[src/sv/crcfpr_pkg.sv]
// Shared types, constants and the byte-wide CRC function for the framed packet receiver.
package crcfpr_pkg;

	localparam int unsigned MAX_PAYLOAD_DEF = 8;
	localparam int unsigned PAYLOAD_W       = 64;
	localparam int unsigned PAYLOAD_BYTES   = PAYLOAD_W / 8;
	localparam int unsigned CFG_IDX_W       = 2;

	localparam logic [15:0] CRC_INIT = 16'hFFFF;
	localparam logic [15:0] CRC_POLY = 16'h8408;
	localparam logic [7:0]  MODE_BASE = 8'hFF;

	localparam logic [CFG_IDX_W-1:0] REG_REQUEST_HEADER = 2'd0;
	localparam logic [CFG_IDX_W-1:0] REG_COMMAND_HEADER = 2'd1;
	localparam logic [CFG_IDX_W-1:0] REG_SPECIAL_HEADER = 2'd2;

	localparam logic [7:0] REQUEST_HEADER_RST = 8'd1;
	localparam logic [7:0] COMMAND_HEADER_RST = 8'd2;
	localparam logic [7:0] SPECIAL_HEADER_RST = 8'd3;

	typedef enum logic [2:0] {
		EV_NONE    = 3'd0,
		EV_GOOD    = 3'd1,
		EV_CRC_ERR = 3'd2,
		EV_LEN_ERR = 3'd3,
		EV_ACK     = 3'd4
	} event_t;

	typedef struct packed {
		logic [7:0] request_header;
		logic [7:0] command_header;
		logic [7:0] special_header;
	} hdr_cfg_t;

	typedef struct packed {
		event_t                 event_res;
		logic [7:0]             frame_mode;
		logic [7:0]             frame_id;
		logic [3:0]             frame_length;
		logic [PAYLOAD_W-1:0]   payload;
		logic [7:0]             ack_code;
		logic [15:0]            computed_crc;
	} result_t;

	// Reflected CRC-16 over one byte, LSB first.
	function automatic logic [15:0] crc_byte(input logic [15:0] crc, input logic [7:0] b);
		logic [15:0] c;
		c = crc ^ {8'h00, b};
		for (int k = 0; k < 8; k++) begin
			if (c[0]) begin
				c = (c >> 1) ^ CRC_POLY;
			end else begin
				c = c >> 1;
			end
		end
		return c;
	endfunction

endpackage

[src/sv/crc16_framed_packet_receiver.sv]
// Top level of the CRC-16 framed packet receiver: header registers, parser and result register.
//
//  channel  handshake            payload
//  -------  -------------------  ------------------------------------------------
//  in       in_valid/in_ready    rx_byte, ack_pending
//  out      out_valid/out_ready  event_res, frame_mode, frame_id, frame_length,
//                                payload, ack_code, computed_crc
//  cfg      cfg_valid/cfg_ready  cfg_index, cfg_data
//
// One word per cycle while in_ready is high: each accepted word gives one result word in
// the next cycle; byte-wide CRC and phase logic sit between parser state and result register.
// Reset clears the parser to header search with CRC 0xFFFF and loads the default headers.
// in_ready drops only while a result is held and out_ready is low; cfg_ready is always high.
module crc16_framed_packet_receiver #(
	parameter int unsigned MAX_PAYLOAD = crcfpr_pkg::MAX_PAYLOAD_DEF
) (
	input  logic                                  clk,
	input  logic                                  arst_n,
	input  logic                                  in_valid,
	output logic                                  in_ready,
	input  logic [7:0]                            rx_byte,
	input  logic                                  ack_pending,
	output logic                                  out_valid,
	input  logic                                  out_ready,
	output logic [2:0]                            event_res,
	output logic [7:0]                            frame_mode,
	output logic [7:0]                            frame_id,
	output logic [3:0]                            frame_length,
	output logic [crcfpr_pkg::PAYLOAD_W-1:0]      payload,
	output logic [7:0]                            ack_code,
	output logic [15:0]                           computed_crc,
	input  logic                                  cfg_valid,
	output logic                                  cfg_ready,
	input  logic [crcfpr_pkg::CFG_IDX_W-1:0]      cfg_index,
	input  logic [7:0]                            cfg_data
);
	import crcfpr_pkg::*;

	hdr_cfg_t cfg_q;
	result_t  res_comb;
	result_t  res_out;
	logic     accept;
	logic     space;

	assign cfg_ready = 1'b1;
	assign in_ready  = space;
	assign accept    = in_valid && space;

	always_ff @(posedge clk or negedge arst_n) begin
		if (!arst_n) begin
			cfg_q.request_header <= REQUEST_HEADER_RST;
			cfg_q.command_header <= COMMAND_HEADER_RST;
			cfg_q.special_header <= SPECIAL_HEADER_RST;
		end else if (cfg_valid) begin
			unique case (cfg_index)
				REG_REQUEST_HEADER: cfg_q.request_header <= cfg_data;
				REG_COMMAND_HEADER: cfg_q.command_header <= cfg_data;
				REG_SPECIAL_HEADER: cfg_q.special_header <= cfg_data;
				default: ; // drop writes to unmapped indexes
			endcase
		end
	end

	crcfpr_core #(
		.MAX_PAYLOAD(MAX_PAYLOAD)
	) u_core (
		.clk        (clk),
		.arst_n     (arst_n),
		.accept     (accept),
		.rx_byte    (rx_byte),
		.ack_pending(ack_pending),
		.cfg        (cfg_q),
		.result     (res_comb)
	);

	crcfpr_out_reg u_out (
		.clk   (clk),
		.arst_n(arst_n),
		.load  (accept),
		.din   (res_comb),
		.space (space),
		.valid (out_valid),
		.ready (out_ready),
		.dout  (res_out)
	);

	assign event_res    = res_out.event_res;
	assign frame_mode   = res_out.frame_mode;
	assign frame_id     = res_out.frame_id;
	assign frame_length = res_out.frame_length;
	assign payload      = res_out.payload;
	assign ack_code     = res_out.ack_code;
	assign computed_crc = res_out.computed_crc;

endmodule

[src/sv/crcfpr_core.sv]
// Frame parser: phase state, running CRC, held header fields and payload store.
module crcfpr_core #(
	parameter int unsigned MAX_PAYLOAD = crcfpr_pkg::MAX_PAYLOAD_DEF
) (
	input  logic                 clk,
	input  logic                 arst_n,
	input  logic                 accept,
	input  logic [7:0]           rx_byte,
	input  logic                 ack_pending,
	input  crcfpr_pkg::hdr_cfg_t cfg,
	output crcfpr_pkg::result_t  result
);
	import crcfpr_pkg::*;

	localparam int unsigned IDX_W   = (MAX_PAYLOAD > 1) ? $clog2(MAX_PAYLOAD) : 1;
	localparam logic [3:0]  CNT_MAX = 4'(MAX_PAYLOAD);
	localparam logic [7:0]  LEN_MAX = 8'(MAX_PAYLOAD);

	typedef enum logic [2:0] {
		PH_HEADER  = 3'd0,
		PH_ID      = 3'd1,
		PH_LENGTH  = 3'd2,
		PH_DATA    = 3'd3,
		PH_CRC_HI  = 3'd4,
		PH_CRC_LO  = 3'd5,
		PH_SPECIAL = 3'd6
	} phase_t;

	phase_t      phase_q, phase_d;
	logic [3:0]  cnt_q, cnt_d, cnt_inc;
	logic [15:0] crc_q, crc_d;
	logic [7:0]  crc_hi_q, crc_hi_d;
	logic [7:0]  mode_q, mode_d;
	logic [7:0]  id_q, id_d;
	logic [3:0]  len_q, len_d;
	logic        store_we;
	event_t      ev;
	logic [7:0]  code;
	logic [7:0]  store_q [MAX_PAYLOAD];
	logic [7:0]  pay_b [PAYLOAD_BYTES];

	assign cnt_inc = cnt_q + 4'd1;

	always_comb begin
		phase_d  = phase_q;
		cnt_d    = cnt_q;
		crc_d    = crc_q;
		crc_hi_d = crc_hi_q;
		mode_d   = mode_q;
		id_d     = id_q;
		len_d    = len_q;
		store_we = 1'b0;
		ev       = EV_NONE;
		code     = 8'h00;
		unique case (phase_q)
			PH_HEADER: begin
				if (rx_byte == cfg.request_header || rx_byte == cfg.command_header) begin
					mode_d  = MODE_BASE - rx_byte;
					cnt_d   = 4'd0;
					crc_d   = crc_byte(CRC_INIT, rx_byte);
					phase_d = PH_ID;
				end else if (rx_byte == cfg.special_header && ack_pending) begin
					phase_d = PH_SPECIAL;
				end
			end
			PH_SPECIAL: begin
				code    = rx_byte;
				ev      = EV_ACK;
				phase_d = PH_HEADER;
			end
			PH_ID: begin
				id_d    = rx_byte;
				crc_d   = crc_byte(crc_q, rx_byte);
				phase_d = PH_LENGTH;
			end
			PH_LENGTH: begin
				if (rx_byte <= LEN_MAX) begin
					len_d   = rx_byte[3:0];
					crc_d   = crc_byte(crc_q, rx_byte);
					cnt_d   = 4'd0;
					phase_d = (rx_byte == 8'd0) ? PH_CRC_HI : PH_DATA;
				end else begin
					// length byte stays out of the CRC
					ev      = EV_LEN_ERR;
					phase_d = PH_HEADER;
				end
			end
			PH_DATA: begin
				store_we = (cnt_q < CNT_MAX);
				crc_d    = crc_byte(crc_q, rx_byte);
				if (cnt_inc >= len_q) begin
					cnt_d   = 4'd0;
					phase_d = PH_CRC_HI;
				end else begin
					cnt_d = cnt_inc;
				end
			end
			PH_CRC_HI: begin
				crc_hi_d = rx_byte;
				phase_d  = PH_CRC_LO;
			end
			PH_CRC_LO: begin
				ev      = ({crc_hi_q, rx_byte} == crc_q) ? EV_GOOD : EV_CRC_ERR;
				phase_d = PH_HEADER;
			end
			default: begin
				phase_d = PH_HEADER;
			end
		endcase
	end

	for (genvar g = 0; g < PAYLOAD_BYTES; g++) begin : g_pay
		if (g < MAX_PAYLOAD) begin : g_live
			assign pay_b[g] = (ev == EV_GOOD && 4'(g) < len_q) ? store_q[g] : 8'h00;
		end else begin : g_zero
			assign pay_b[g] = 8'h00;
		end
	end

	always_comb begin
		result.event_res    = ev;
		result.frame_mode   = mode_d;
		result.frame_id     = id_d;
		result.frame_length = len_d;
		result.ack_code     = code;
		result.computed_crc = crc_d;
		for (int i = 0; i < PAYLOAD_BYTES; i++) begin
			result.payload[8*i +: 8] = pay_b[i];
		end
	end

	always_ff @(posedge clk or negedge arst_n) begin
		if (!arst_n) begin
			phase_q  <= PH_HEADER;
			cnt_q    <= 4'd0;
			crc_q    <= CRC_INIT;
			crc_hi_q <= 8'h00;
			mode_q   <= 8'h00;
			id_q     <= 8'h00;
			len_q    <= 4'd0;
		end else if (accept) begin
			phase_q  <= phase_d;
			cnt_q    <= cnt_d;
			crc_q    <= crc_d;
			crc_hi_q <= crc_hi_d;
			mode_q   <= mode_d;
			id_q     <= id_d;
			len_q    <= len_d;
		end
	end

	always_ff @(posedge clk) begin
		if (accept && store_we) begin
			store_q[cnt_q[IDX_W-1:0]] <= rx_byte;
		end
	end

endmodule

[src/sv/crcfpr_out_reg.sv]
// Result register with valid/ready handshake toward the consumer.
module crcfpr_out_reg (
	input  logic                clk,
	input  logic                arst_n,
	input  logic                load,
	input  crcfpr_pkg::result_t din,
	output logic                space,
	output logic                valid,
	input  logic                ready,
	output crcfpr_pkg::result_t dout
);
	import crcfpr_pkg::*;

	logic    valid_q;
	result_t data_q;

	// take a new word when empty or when the held one leaves this cycle
	assign space = !valid_q || ready;
	assign valid = valid_q;
	assign dout  = data_q;

	always_ff @(posedge clk or negedge arst_n) begin
		if (!arst_n) begin
			valid_q <= 1'b0;
		end else if (load) begin
			valid_q <= 1'b1;
		end else if (ready) begin
			valid_q <= 1'b0;
		end
	end

	always_ff @(posedge clk) begin
		if (load) begin
			data_q <= din;
		end
	end

endmodule
[config.mk]
export PLATFORM = sky130hd
export DESIGN_NAME = crc16_framed_packet_receiver
export DESIGN_NICKNAME = d
export VERILOG_FILES = /design/src/sv/crcfpr_pkg.sv /design/src/sv/crc16_framed_packet_receiver.sv /design/src/sv/crcfpr_core.sv /design/src/sv/crcfpr_out_reg.sv
export SDC_FILE = /design/constraint.sdc
export NUM_CORES = 1
export LEC_CHECK = 0
export BUFFER_PORTS_ARGS = -buffer_cell sky130_fd_sc_hd__buf_4
export CAP_MARGIN = 10
export CORE_MARGIN = 2
export CORE_UTILIZATION = 36
export CTS_CLUSTER_DIAMETER = 200
export DETAILED_ROUTE_END_ITERATION = 8
export SKIP_LAST_GASP = 1
export SYNTH_ARGS = -nofsm -noshare
export SYNTH_HDL_FRONTEND = slang
export SYNTH_SLANG_ARGS = --single-unit
[constraint.sdc]
create_clock -name clk -period 6.6 [get_ports clk]
set_input_delay 0 -clock clk [delete_from_list [all_inputs] [get_ports clk]]
set_output_delay 0 -clock clk [all_outputs]
set_load 0.02 [all_outputs]
==> impl_results.md, run 1 <==
- Final-report hold violation count: 0
- Vias per cell: 4.78
- Fillers: ~2600
- Vias in the first global route: just over 6000
- Max_cap viols: 0
- Setup crit start kind: flop
- Die ar.: ~30000 sq um
- Die Span X: about 170 um
- Core region area: 28700 sq um
- TNS Setup: 0 ns
- DR iter-0 viols: 468
- Maximum clock rate: 345 MHz
- CP max stage delay: 0.90 ns
- WP data required: about 7 ns
- Crit-path leading delay family: simple AND/OR/NAND/NOR gates
- Total GRT Usage: between 10% and 20%
- Seq cells post-synth: 251
- Clk sink count: around 250
- Overall via count from detail_route: around 6300
- Post-CTS Resized: 0
- CTS root buf: clkbuf_16
- Area grow syn2layout: 23.3%
- Peak VDD IR: around 0.00024 V
- Chip Height: 175 um
- Wirelength, routed: about 24000 um
- Normalized max-slew margin: roughly a quarter
- Most common cell after layout, fill and taps aside: edfxtp_1
- Avg Cell Area, Syn: about 14 sq um
- WL per Instance: around 18 um
- Crit path cell chain: buf_4 > nor3_1 > nand2b_1 > o22a_1 > o21ai_0
- WP buf/inv: 1
- Largest net degree at the start of global routing: 79
- Unrepaired setup endpoints after global routing: no
- CTS Buffer Depth: 3
- Routed Antenna Nets: 0
- Placed insts: 1244
- Drc violations: 0
- Initial DRT Pass Iterations: 5
- Crit end category: flop
- Filler-free cell count of the finished design: approximately 1300
- Initial core utilization: a little over a third
- Cell variety after synth: between 50 and 60
- Sequential area share after synthesis: roughly 68%
- Port Buffer Count: 136
- Mapped Cells: 752
- Data arrival, critical path: around 3.4 ns
- H-tree levels: 1
- CTS tree: done
- Nets: 940
- Sequential cell area: between 7000 and 8000 sq um
- Clk_lat worst skew: 0.55 ns
- Fraction of layout cells with a size suffix above 1: 28.5%
- Gr ovfl total: 0
- Kind of critical path: reg2reg
- Post-CTS Setup Bufs: 0
- Total CTS buffers: 27
- Post-Syn Area: 10500 sq um
- Cell Pwr Density: approximately 370 nW/um^2
- Multi-input logic area: ~3100 sq um
- FP Rows: a little over 60
- Min Tclk post-route: around 2.9 ns
- Slew Viols, Final: 0
- Final Skew: between 0.01 and 0.015 ns
- CP max FO: 32
- Status: finished, final reports clean
- Diode count: 0
- Ys Warns: 0
- Slew @ Worst Pin: 1.14 ns
- IO Pins: around 140
- RePlAce Congestion: a little under 0.8
- Crit share post-route: a little over two fifths
- Number of synthesized flops with an enable pin: between 150 and 200
- Commonest non-fill, non-tap cells in the layout: 175 x edfxtp_1, 141 x buf_4, 76 x nand2_1
- Asr flop ratio synth: between 30% and 40%
- Initial antenna violation count: 0
- Setup-failing EPs final: 0
- Post-detail-place hpwl: roughly 15000 um
- Leak Pwr: slightly above 5 nW
- Wire length of the first global-routing pass: about 37000 um
- Predominant post-synthesis flop cell: edfxtp_1
- Hold Crit Class: in2reg
- Clk pin slew, worst setup/hold paths: 0.06 ns
- Max stage delay cell, worst path: nor3_1
- Post-synthesis net count: about 800
- Hold Buf Count CTS: 22
[state kept, by name, indices dropped and copies added (netlist names)]
name             cells
u_core.store_q      64
u_core.id_q          8
u_core.mode_q        8
u_core.crc_hi_q      8
u_core.crc_q        16
u_out.dout         111
cfg_q               24
u_out.valid          1
u_core.cnt_q         4
u_core.phase_q       3
u_core.len_q         4
[synthesized netlist by cell type (2+ instances only)]
| cell | instances | area (sq um) |
|---|---|---|
| nand2_1 | 76 | 285 |
| xnor2_1 | 34 | 298 |
| buf_6 | 6 | 67.6 |
| clkbuf_1 | 15 | 56.3 |
| mux2i_1 | 4 | 40.0 |
| dfstp_2 | 20 | 526 |
| a211o_1 | 2 | 17.5 |
| buf_2 | 9 | 45.0 |
| mux2_2 | 45 | 507 |
| nand3b_1 | 2 | 15.0 |
| nor2_1 | 29 | 109 |
| and2_1 | 66 | 413 |
| and3_1 | 9 | 56.3 |
| dfrtp_1 | 56 | 1400 |
| o21ai_0 | 44 | 220 |
| a221o_1 | 12 | 120 |
| nand4_1 | 6 | 37.5 |
| nand3_1 | 9 | 45.0 |
| xor2_1 | 35 | 307 |
| nand2b_1 | 4 | 25.0 |
| edfxtp_1 | 175 | 5260 |
| nor4_1 | 8 | 50.1 |
| a21oi_2 | 4 | 35.0 |
| a21oi_1 | 13 | 65.1 |
| a22oi_1 | 6 | 45.0 |
| nor2b_1 | 2 | 12.5 |
| ha_1 | 5 | 62.6 |
| nor4_2 | 2 | 25.0 |
| nor3_1 | 8 | 40.0 |
| nor2_2 | 4 | 25.0 |
| a21o_1 | 3 | 22.5 |
| inv_1 | 14 | 52.6 |
| buf_1 | 2 | 7.51 |
[through the flow]
| step | area, sq um | hold WS, ns | power (mW) | utilization (%) | setup WS [ns] |
|---|---|---|---|---|---|
| 2_1_floorplan | 10500 | -0.296 | 2.97 | - | 1.73 |
| 3_3_place_gp | 11900 | -0.172 | 3.30 | 41.3 | 3.75 |
| 3_5_place_dp | 11900 | -0.176 | 3.32 | 41.3 | 3.76 |
| 4_1_cts | 12900 | 0.00330 | 4.83 | 45.1 | 3.74 |
| 5_1_grt | 12900 | 0.0246 | 5.02 | 45.1 | 3.49 |
| 6_report | 12900 | 0.0355 | 4.78 | 45.1 | 3.70 |
[tightest hold or removal path, stage by stage]
cell and delay [ns]:
buf_4 0.12, nand4_1 0.11, a211o_1 0.22, mux2i_1 0.09
[power by group]
group          total, mW  switching [mW]  leakage, nW  internal, mW
clock network       1.48           0.612        0.421         0.873
registers           2.17           0.185         2.58          1.99
logic               1.13           0.636         2.06         0.490
total               4.78            1.43         5.06          3.35
[kinds of logic after synthesis]
logic type,synth area share [%]
AOI/OAI and AO/OA,6.00
buffers and inverters,2.25
xor gates and xnor gates,5.91
adders and majority gates,0.596
muxes,5.32
and+or+nand+nor,11.4
DFF,68.4
other,0.0357
[layer usage]
layer	up-vias	wire (um)	global-route usage, %
met5	-	0	0
met4	0	349	3.89
met3	30	1330	2.18
met2	163	11700	25.6
met1	3075	10400	21.0
li1	3013	-	-
[final timing paths]
check | end | from | cells after the start | slack [ns]
max | u_core.crc_q[2]$_DFFE_PN1P_ | u_core.phase_q[2]$_DFFE_PN0P_ | 5 | 3.70
min | u_core.phase_q[1]$_DFFE_PN0P_ | ack_pending | 4 | 0.04
min in group asynchronous | u_core.mode_q[0]$_DFFE_PN0P_ | arst_n | 3 | 0.26
min reg2reg | u_core.id_q[6]$_DFFE_PN0P_ | u_core.id_q[6]$_DFFE_PN0P_ | 2 | 0.48
max reg2reg | u_core.crc_q[2]$_DFFE_PN1P_ | u_core.phase_q[2]$_DFFE_PN0P_ | 5 | 3.70
max in group asynchronous | cfg_q[2]$_DFFE_PN0P_ | arst_n | 3 | 5.74
[area by class of cell]
| cell class | count | area share (%) |
|---|---|---|
| Clock buffer | 33 | 5.39 |
| Clock inverter | 16 | 1.34 |
| Sequential cell | 251 | 55.5 |
| Tap cell | 384 | 3.71 |
| Timing Repair Buffer | 163 | 9.88 |
| Inverter | 14 | 0.425 |
| Multi-Input combinational cell | 454 | 23.8 |
Power figures use the tool's default switching activity.
==> run 2, diff against run 1 <==
Settings changed: ABC_AREA from default to 1.
Clock period 6.6 ns to 2.9 ns, I/O delays scaled along.
==> run 2 against run 1 <==
Die area increased by 4.7%. Critical path type unchanged. Clock-buffer cell count decreased by 1. Total power increased by 130%. Clock skew up 0.0051 ns. Setup slack worse by 3.0 ns. Non-clock buffer count increased by 12.
==> impl_results.md, run 2 <==
- Port Buffer Count: 136 (unchanged)
- Clk sink count: 251 (unchanged)
- Gr ovfl total: 0 (unchanged)
- CP max FO: 15 (-53%)
- Top post-synthesis cells by area: edfxtp_1 48%, dfrtp_1 13%, nand2_1 10%, dfstp_2 4.8%, inv_1 4.4%
- Total CTS buffers: 28 (+3.7%)
- Mapped Cells: 1055 (+40%)
- Slew @ Worst Pin: 0.736 ns (-0.402 ns)
- Post-Place Worst Slack: 0.703 ns (-3.05 ns)
- Status: finished, final reports clean
- Max stage delay cell, worst path: dfrtp_1
- Count leader, synth: nand2_1
- Drc violations: 0 (unchanged)
- Wirelength, routed: 26800 um (+13%)
- Die Span X: 179 um (+2.3%)
- Total GRT Usage: 17.0% (+1.7 points)
- Setup crit start kind: flop
- Seq cells post-synth: 251 (unchanged)
- DR iter-0 viols: 624 (+33%)
- Sequential area share after synthesis: 65.3% (-3.1 points)
- WL per Instance: 16.3 um (-9.7%)
- Overall via count from detail_route: 7705 (+23%)
- Crit-path leading delay family: flip-flops
- Vias in the first global route: 7358 (+19%)
- Most common cell after layout, fill and taps aside: nand2_1
- Hold Crit Class: in2async
- Min Tclk post-route: 2.18 ns (-0.718 ns)
- Routed Antenna Nets: 0 (unchanged)
- Yosys top cell by area: edfxtp_1
- WP data required: 3.28 ns (-3.78 ns)
- CP max stage delay: 0.68 ns (-0.22 ns)
- Post-synthesis net count: 1084 (+39%)
- Wire length of the first global-routing pass: 41400 um (+13%)
- Yosys top cell area share: 47.8% (-2.3 points)
- Fillers: 2823 (+9.0%)
- Initial antenna violation count: 0 (unchanged)
- Core region area: 29900 sq um (+4.1%)
- CTS Buffer Depth: 3 (unchanged)
- Post-Syn Area: 11000 sq um (+4.8%)
- Commonest non-fill, non-tap cells in the layout: 296 x nand2_1, 175 x edfxtp_1, 156 x buf_4
- Final-report hold violation count: 0 (unchanged)
- Clk_lat worst skew: 0.56 ns (about the same)
- IO Pins: 138 (unchanged)
- Final Skew: 0.0193 ns (+0.00508 ns)
- Vias per cell: 4.70 (-1.6%)
- H-tree levels: 1 (unchanged)
- Cell Pwr Density: 822 nW/um^2 (+120%)
- Normalized max-slew margin: 50.7% (+27 points)
- Reg2reg path depth: 5 (unchanged)
- Crit path cell chain: inv_1 > nor2_2 > buf_4 > nand4_4 > a21boi_0
- Avg Cell Area, Syn: 10.4 sq um (-25%)
- Leak Pwr: 6.05 nW (+20%)
- Diode count: 0 (unchanged)
- Setup-failing EPs final: 0 (unchanged)
- Number of synthesized flops with an enable pin: 175 (unchanged)
- CP Depth: 5 (unchanged)
- Finished Core Util: 45.7% (+0.58 points)
- Asr flop ratio synth: 30.3% (unchanged)
- RePlAce Congestion: 0.920 (+17%)
- Kind of critical path: reg2reg
- Maximum clock rate: 458 MHz (+33%)
- Largest net degree at the start of global routing: 92 (+16%)
- Ys Warns: 0 (unchanged)
- Fraction of layout cells with a size suffix above 1: 21.1% (-7.3 points)
- Peak VDD IR: 0.000437 V (+80%)
- Max reg flops: 111 (unchanged)
- Synth cell count leaders: 296 x nand2_1, 175 x edfxtp_1, 129 x inv_1, 90 x nor2_1, 62 x o21ai_0
- CTS root buf: clkbuf_16
- Crit end category: flop
- Die ar.: 32000 sq um (+4.7%)
- Initial core utilization: 36.8% (+0.25 points)
- Crit share post-route: 75.3% (+31 points)
- Cell variety after synth: 48 (-14%)
- Filler-free cell count of the finished design: 1640 (+25%)
- Chip Height: 179 um (+2.3%)
- Unrepaired setup endpoints after global routing: no
- Clk pin slew, worst setup/hold paths: 0.06 ns (about the same)
- Worst setup margin: 0.716 ns (-2.98 ns)
- TNS Setup: 0 ns (unchanged)
- CTS tree: done
- Placed insts: 1571 (+26%)
- Data arrival, critical path: 2.56 ns (-0.80 ns)
- Predominant post-synthesis flop cell: edfxtp_1
- Nets: 1258 (+34%)
- FP Rows: 63 (+1.6%)
- WP buf/inv: 2 (+1)
- Overall Power: 11.2 mW (+130%)
- Initial DRT Pass Iterations: 6 (+1)
- Slew Viols, Final: 0 (unchanged)
- Area grow syn2layout: 24.1%
- Max_cap viols: 0 (unchanged)
- Post-detail-place hpwl: 18200 um (+20%)
## run 2: changes by cell type after synthesis, moves of 12 or more
cell,delta
a221o_1,-12
and2_1,-65
inv_1,+115
mux2_2,-45
nand2_1,+220
nand3_1,+46
nor2_1,+61
o21ai_0,+18
xnor2_1,-16
xor2_1,-17
## run 2: worst paths after layout
path | startpoint | to | slack, ns
max in group asynchronous | arst_n | cfg_q[9]$_DFFE_PN1P_ | 2.12
min in group clk | in_valid | u_core.crc_q[10]$_DFFE_PN1P_ | 0.04
min | arst_n | u_core.crc_hi_q[0]$_DFFE_PN0P_ | 0.01
min reg2reg | u_core.mode_q[0]$_DFFE_PN0P_ | u_core.mode_q[0]$_DFFE_PN0P_ | 0.48
max reg2reg | u_core.phase_q[2]$_DFFE_PN0P_ | u_out.dout[74]$_SDFFCE_PN0P_ | 0.72
max | u_core.phase_q[2]$_DFFE_PN0P_ | u_out.dout[74]$_SDFFCE_PN0P_ | 0.72
## run 2: per-layer routing
layer	global-route usage (%)	wire length (um)
met3	2.27	1400
met2	28.0	12500
met5	0	0
met4	4.40	612
met1	23.6	12300
## run 2: stage by stage
step	cell area (sq um)	hold slack [ns]
2_1_floorplan	11000	-0.296
3_5_place_dp	12500	0.0610
5_1_grt	13600	0.0605
4_1_cts	13600	0.0281
6_report	13600	0.0140
3_3_place_gp	12500	0.0600
## run 2: what timing repair did
| item | CTS | global route |
|---|---|---|
| setup buffers | 0 | 0 |
| hold buffers | 18 | 0 |
| resized for setup | 0 | 0 |
| hold endpoints to repair | 144 | 0 |
## run 2: worst reg2reg max path, cell delays in order (launching register included)
cell      delay, ns
dfrtp_1        0.68
inv_1          0.28
nor2_2         0.41
buf_4          0.23
nand4_4        0.17
a21boi_0       0.26
## run 2: cell type report
| cell class | count | area, sq um | share of cell area, % |
|---|---|---|---|
| multi-input combinational | 633 | 3100 | 22.7 |
| clock inverter | 19 | 243 | 1.78 |
| timing repair buffer | 175 | 1370 | 10.1 |
| sequential | 251 | 7180 | 52.6 |
| clock buffer | 32 | 726 | 5.32 |
| tap | 390 | 488 | 3.58 |
| inverter | 140 | 536 | 3.93 |
## run 2: report_power, final
part | switching (mW) | internal, mW
logic | 1.70 | 0.929
clock network | 1.43 | 2.24
registers | 0.403 | 4.51
## run 2: cell families (layout without fill, tap and decap cells)
family | after synthesis | after routing | share of synthesized area, %
other | 1 | 1 | 0.0341
AOI/OAI and AO/OA | 106 | 106 | 5.84
DFF | 251 | 251 | 65.3
xor gates and xnor gates | 37 | 37 | 3.02
buffers and inverters | 171 | 366 | 6.51
adders and majority gates | 5 | 5 | 0.569
and+or+nand+nor | 484 | 484 | 18.7
==> run 3, diff against run 2 <==
Clock period 2.9 ns to 1.95 ns, I/O delays scaled along.
==> run 3 against run 2 <==
Via count grew 4.3%. Clock power grew 34%. Utilization is 3.0 points higher. Hold slack better by 0.042 ns. Sequential power increased by 45%. First-iteration DRC count increased by 6.3%. Sequential cell count stayed put. Clock skew down 0.0069 ns. Sequential share of layout area down 3.2 points.
==> impl_results.md, run 3 (synthesis gave the netlist of run 2 again) <==
- Worst setup margin: 0.00365 ns (-0.713 ns)
- CP max FO: 17 (+2)
- Most used cell, CP: buf_4
- Crit end category: flop
- Clk_lat worst skew: 0.54 ns (-0.02 ns)
- Vias per cell: 4.70 (about the same)
- Max_cap viols: 0 (unchanged)
- Initial antenna violation count: 0 (unchanged)
- Die ar.: 32000 sq um (unchanged)
- Slew Viols, Final: 0 (unchanged)
- WP data required: 2.32 ns (-0.96 ns)
- Fin Hold WS: 0.0556 ns (+0.0416 ns)
- Drc violations: 0 (unchanged)
- Gr ovfl total: 0 (unchanged)
- Overall Power: 16.8 mW (+50%)
- Peak VDD IR: 0.000635 V (+45%)
- IO Pins: 138 (unchanged)
- Max reg flops: 111 (unchanged)
- Reg2reg path depth: 7 (+2)
- RePlAce Congestion: 0.885 (-3.7%)
- Kind of critical path: reg2reg
- Initial DRT Pass Iterations: 5 (-1)
- Min Tclk post-route: 1.95 ns (-0.237 ns)
- DR iter-0 viols: 663 (+6.3%)
- Wire length of the first global-routing pass: 43200 um (+4.2%)
- CTS Buffer Depth: 3 (unchanged)
- Wirelength, routed: 28300 um (+5.8%)
- WHS Path Cells: 5
- Status: finished, final reports clean
- Diode count: 0 (unchanged)
- Clk sink count: 251 (unchanged)
- Total CTS buffers: 27 (-3.6%)
- Core region area: 29900 sq um (unchanged)
- Die Span X: 179 um (unchanged)
- Post-Place Worst Slack: -0.0782 ns (-0.781 ns)
- Area grow syn2layout: 32.2%
- CP max stage delay: 0.40 ns (-0.28 ns)
- CTS tree: done
- Chip Height: 179 um (unchanged)
- Port Buffer Count: 136 (unchanged)
- Setup-failing EPs final: 0 (unchanged)
- Most common cell after layout, fill and taps aside: nand2_1
- Leak Pwr: 6.48 nW (+7.0%)
- Normalized max-slew margin: 50.9% (+0.25 points)
- Total GRT Usage: 17.8% (+0.80 points)
- Maximum clock rate: 514 MHz (+12%)
- CTS root buf: clkbuf_16
- Clk pin slew, worst setup/hold paths: 0.06 ns (about the same)
- WL per Instance: 16.6 um (+1.5%)
- Initial core utilization: 36.8% (unchanged)
- Hold Crit Class: in2reg
- TNS Setup: 0 ns (unchanged)
- Unrepaired setup endpoints after global routing: yes
- Crit share post-route: 99.8% (+25 points)
- Data arrival, critical path: 2.32 ns (-0.24 ns)
- Largest net degree at the start of global routing: 54 (-41%)
- Commonest non-fill, non-tap cells in the layout: 281 x nand2_1, 209 x buf_4, 175 x edfxtp_1
- Final Skew: 0.0124 ns (-0.00690 ns)
- FP Rows: 63 (unchanged)
- Setup crit start kind: flop
- H-tree levels: 1 (unchanged)
- Max stage delay cell, worst path: dfrtp_1
- Overall via count from detail_route: 8036 (+4.3%)
- Fraction of layout cells with a size suffix above 1: 29.1% (+8.0 points)
- Final-report hold violation count: 0 (unchanged)
- Post-detail-place hpwl: 19400 um (+6.8%)
- Cell Pwr Density: 1160 nW/um^2 (+41%)
- Crit path cell chain: buf_4 > buf_4 > nor2_1 > buf_4 > nand4_1 > nand3_1 > and2_1
- Nets: 1328 (+5.6%)
- Vias in the first global route: 7557 (+2.7%)
- Slew @ Worst Pin: 0.733 ns (-0.00287 ns)
- Routed Antenna Nets: 0 (unchanged)
[run 3: cell count changes in the layout (fill, tap and decap cells not counted), sizes merged]
cell,change
inv,+1
buf,+70
clkinv,-2
bufinv,-3
clkinvlp,+3
dlygate4sd3,+1
[run 3: final timing paths]
check                                              startpoint                      endpoint  slack [ns]
max in group asynchronous                              arst_n   u_core.cnt_q[1]$_DFFE_PN0P_        0.63
worst min-delay path                                 in_valid  u_core.crc_q[10]$_DFFE_PN1P_        0.06
worst max-delay path            u_core.phase_q[2]$_DFFE_PN0P_       u_out.dout[6]$_DFFE_PP_       0.004
worst max register to register  u_core.phase_q[2]$_DFFE_PN0P_       u_out.dout[6]$_DFFE_PP_       0.004
min in group asynchronous                              arst_n   u_core.crc_q[4]$_DFFE_PN1P_        0.10
worst min register to register   u_core.mode_q[5]$_DFFE_PN0P_  u_core.mode_q[5]$_DFFE_PN0P_        0.48
[run 3: report_power, final]
part	total, mW	internal (mW)	switching, mW	leakage (nW)
logic	4.79	1.83	2.96	3.45
registers	7.13	6.71	0.427	2.61
clock network	4.91	2.83	2.08	0.417
total	16.8	11.4	5.46	6.48
[run 3: timing repair]
action                                  4_1_cts  5_1_grt
pin swaps                                     8       26
hold endpoints to repair                    122        0
endpoints found under the setup margin       51      142
gates resized for setup                      18       50
hold buffers                                 19        0
buffers inserted                              6       14
[run 3: cell type report]
| type | instances | area [sq um] |
|---|---|---|
| multi-input combinational | 633 | 3390 |
| timing repair buffer | 246 | 2080 |
| sequential | 251 | 7180 |
| fill | 2757 | 15300 |
| tap | 390 | 488 |
| clock inverter | 18 | 161 |
| clock buffer | 32 | 694 |
| inverter | 140 | 541 |
[run 3: stage by stage]
| stage | instance area (sq um) | util, % | instances |
|---|---|---|---|
| after floorplan | 11100 | - | 1055 |
| after CTS | 14200 | 47.5 | 1696 |
| after global routing | 14500 | 48.7 | 1710 |
| final | 14500 | 48.7 | 1710 |
| after detailed placement | 13100 | 43.7 | 1621 |
| after global placement | 13100 | 43.7 | 1621 |
[run 3: metal layers]
metal | GRT usage [%] | share of wire (%) | up-vias
met5 | 0 | 0 | -
met4 | 5.05 | 2.7 | 0
met3 | 3.03 | 6.8 | 51
met2 | 27.8 | 45 | 263
met1 | 25.5 | 45 | 3792
li1 | - | - | 3930
[run 3: worst max-delay path: cells and delay by family, from the launching register on]
kind / cells / cell delay, ns
AND/OR/NAND/NOR: 4 / 0.73
flip-flops: 1 / 0.40
buffers and inverters: 3 / 0.66
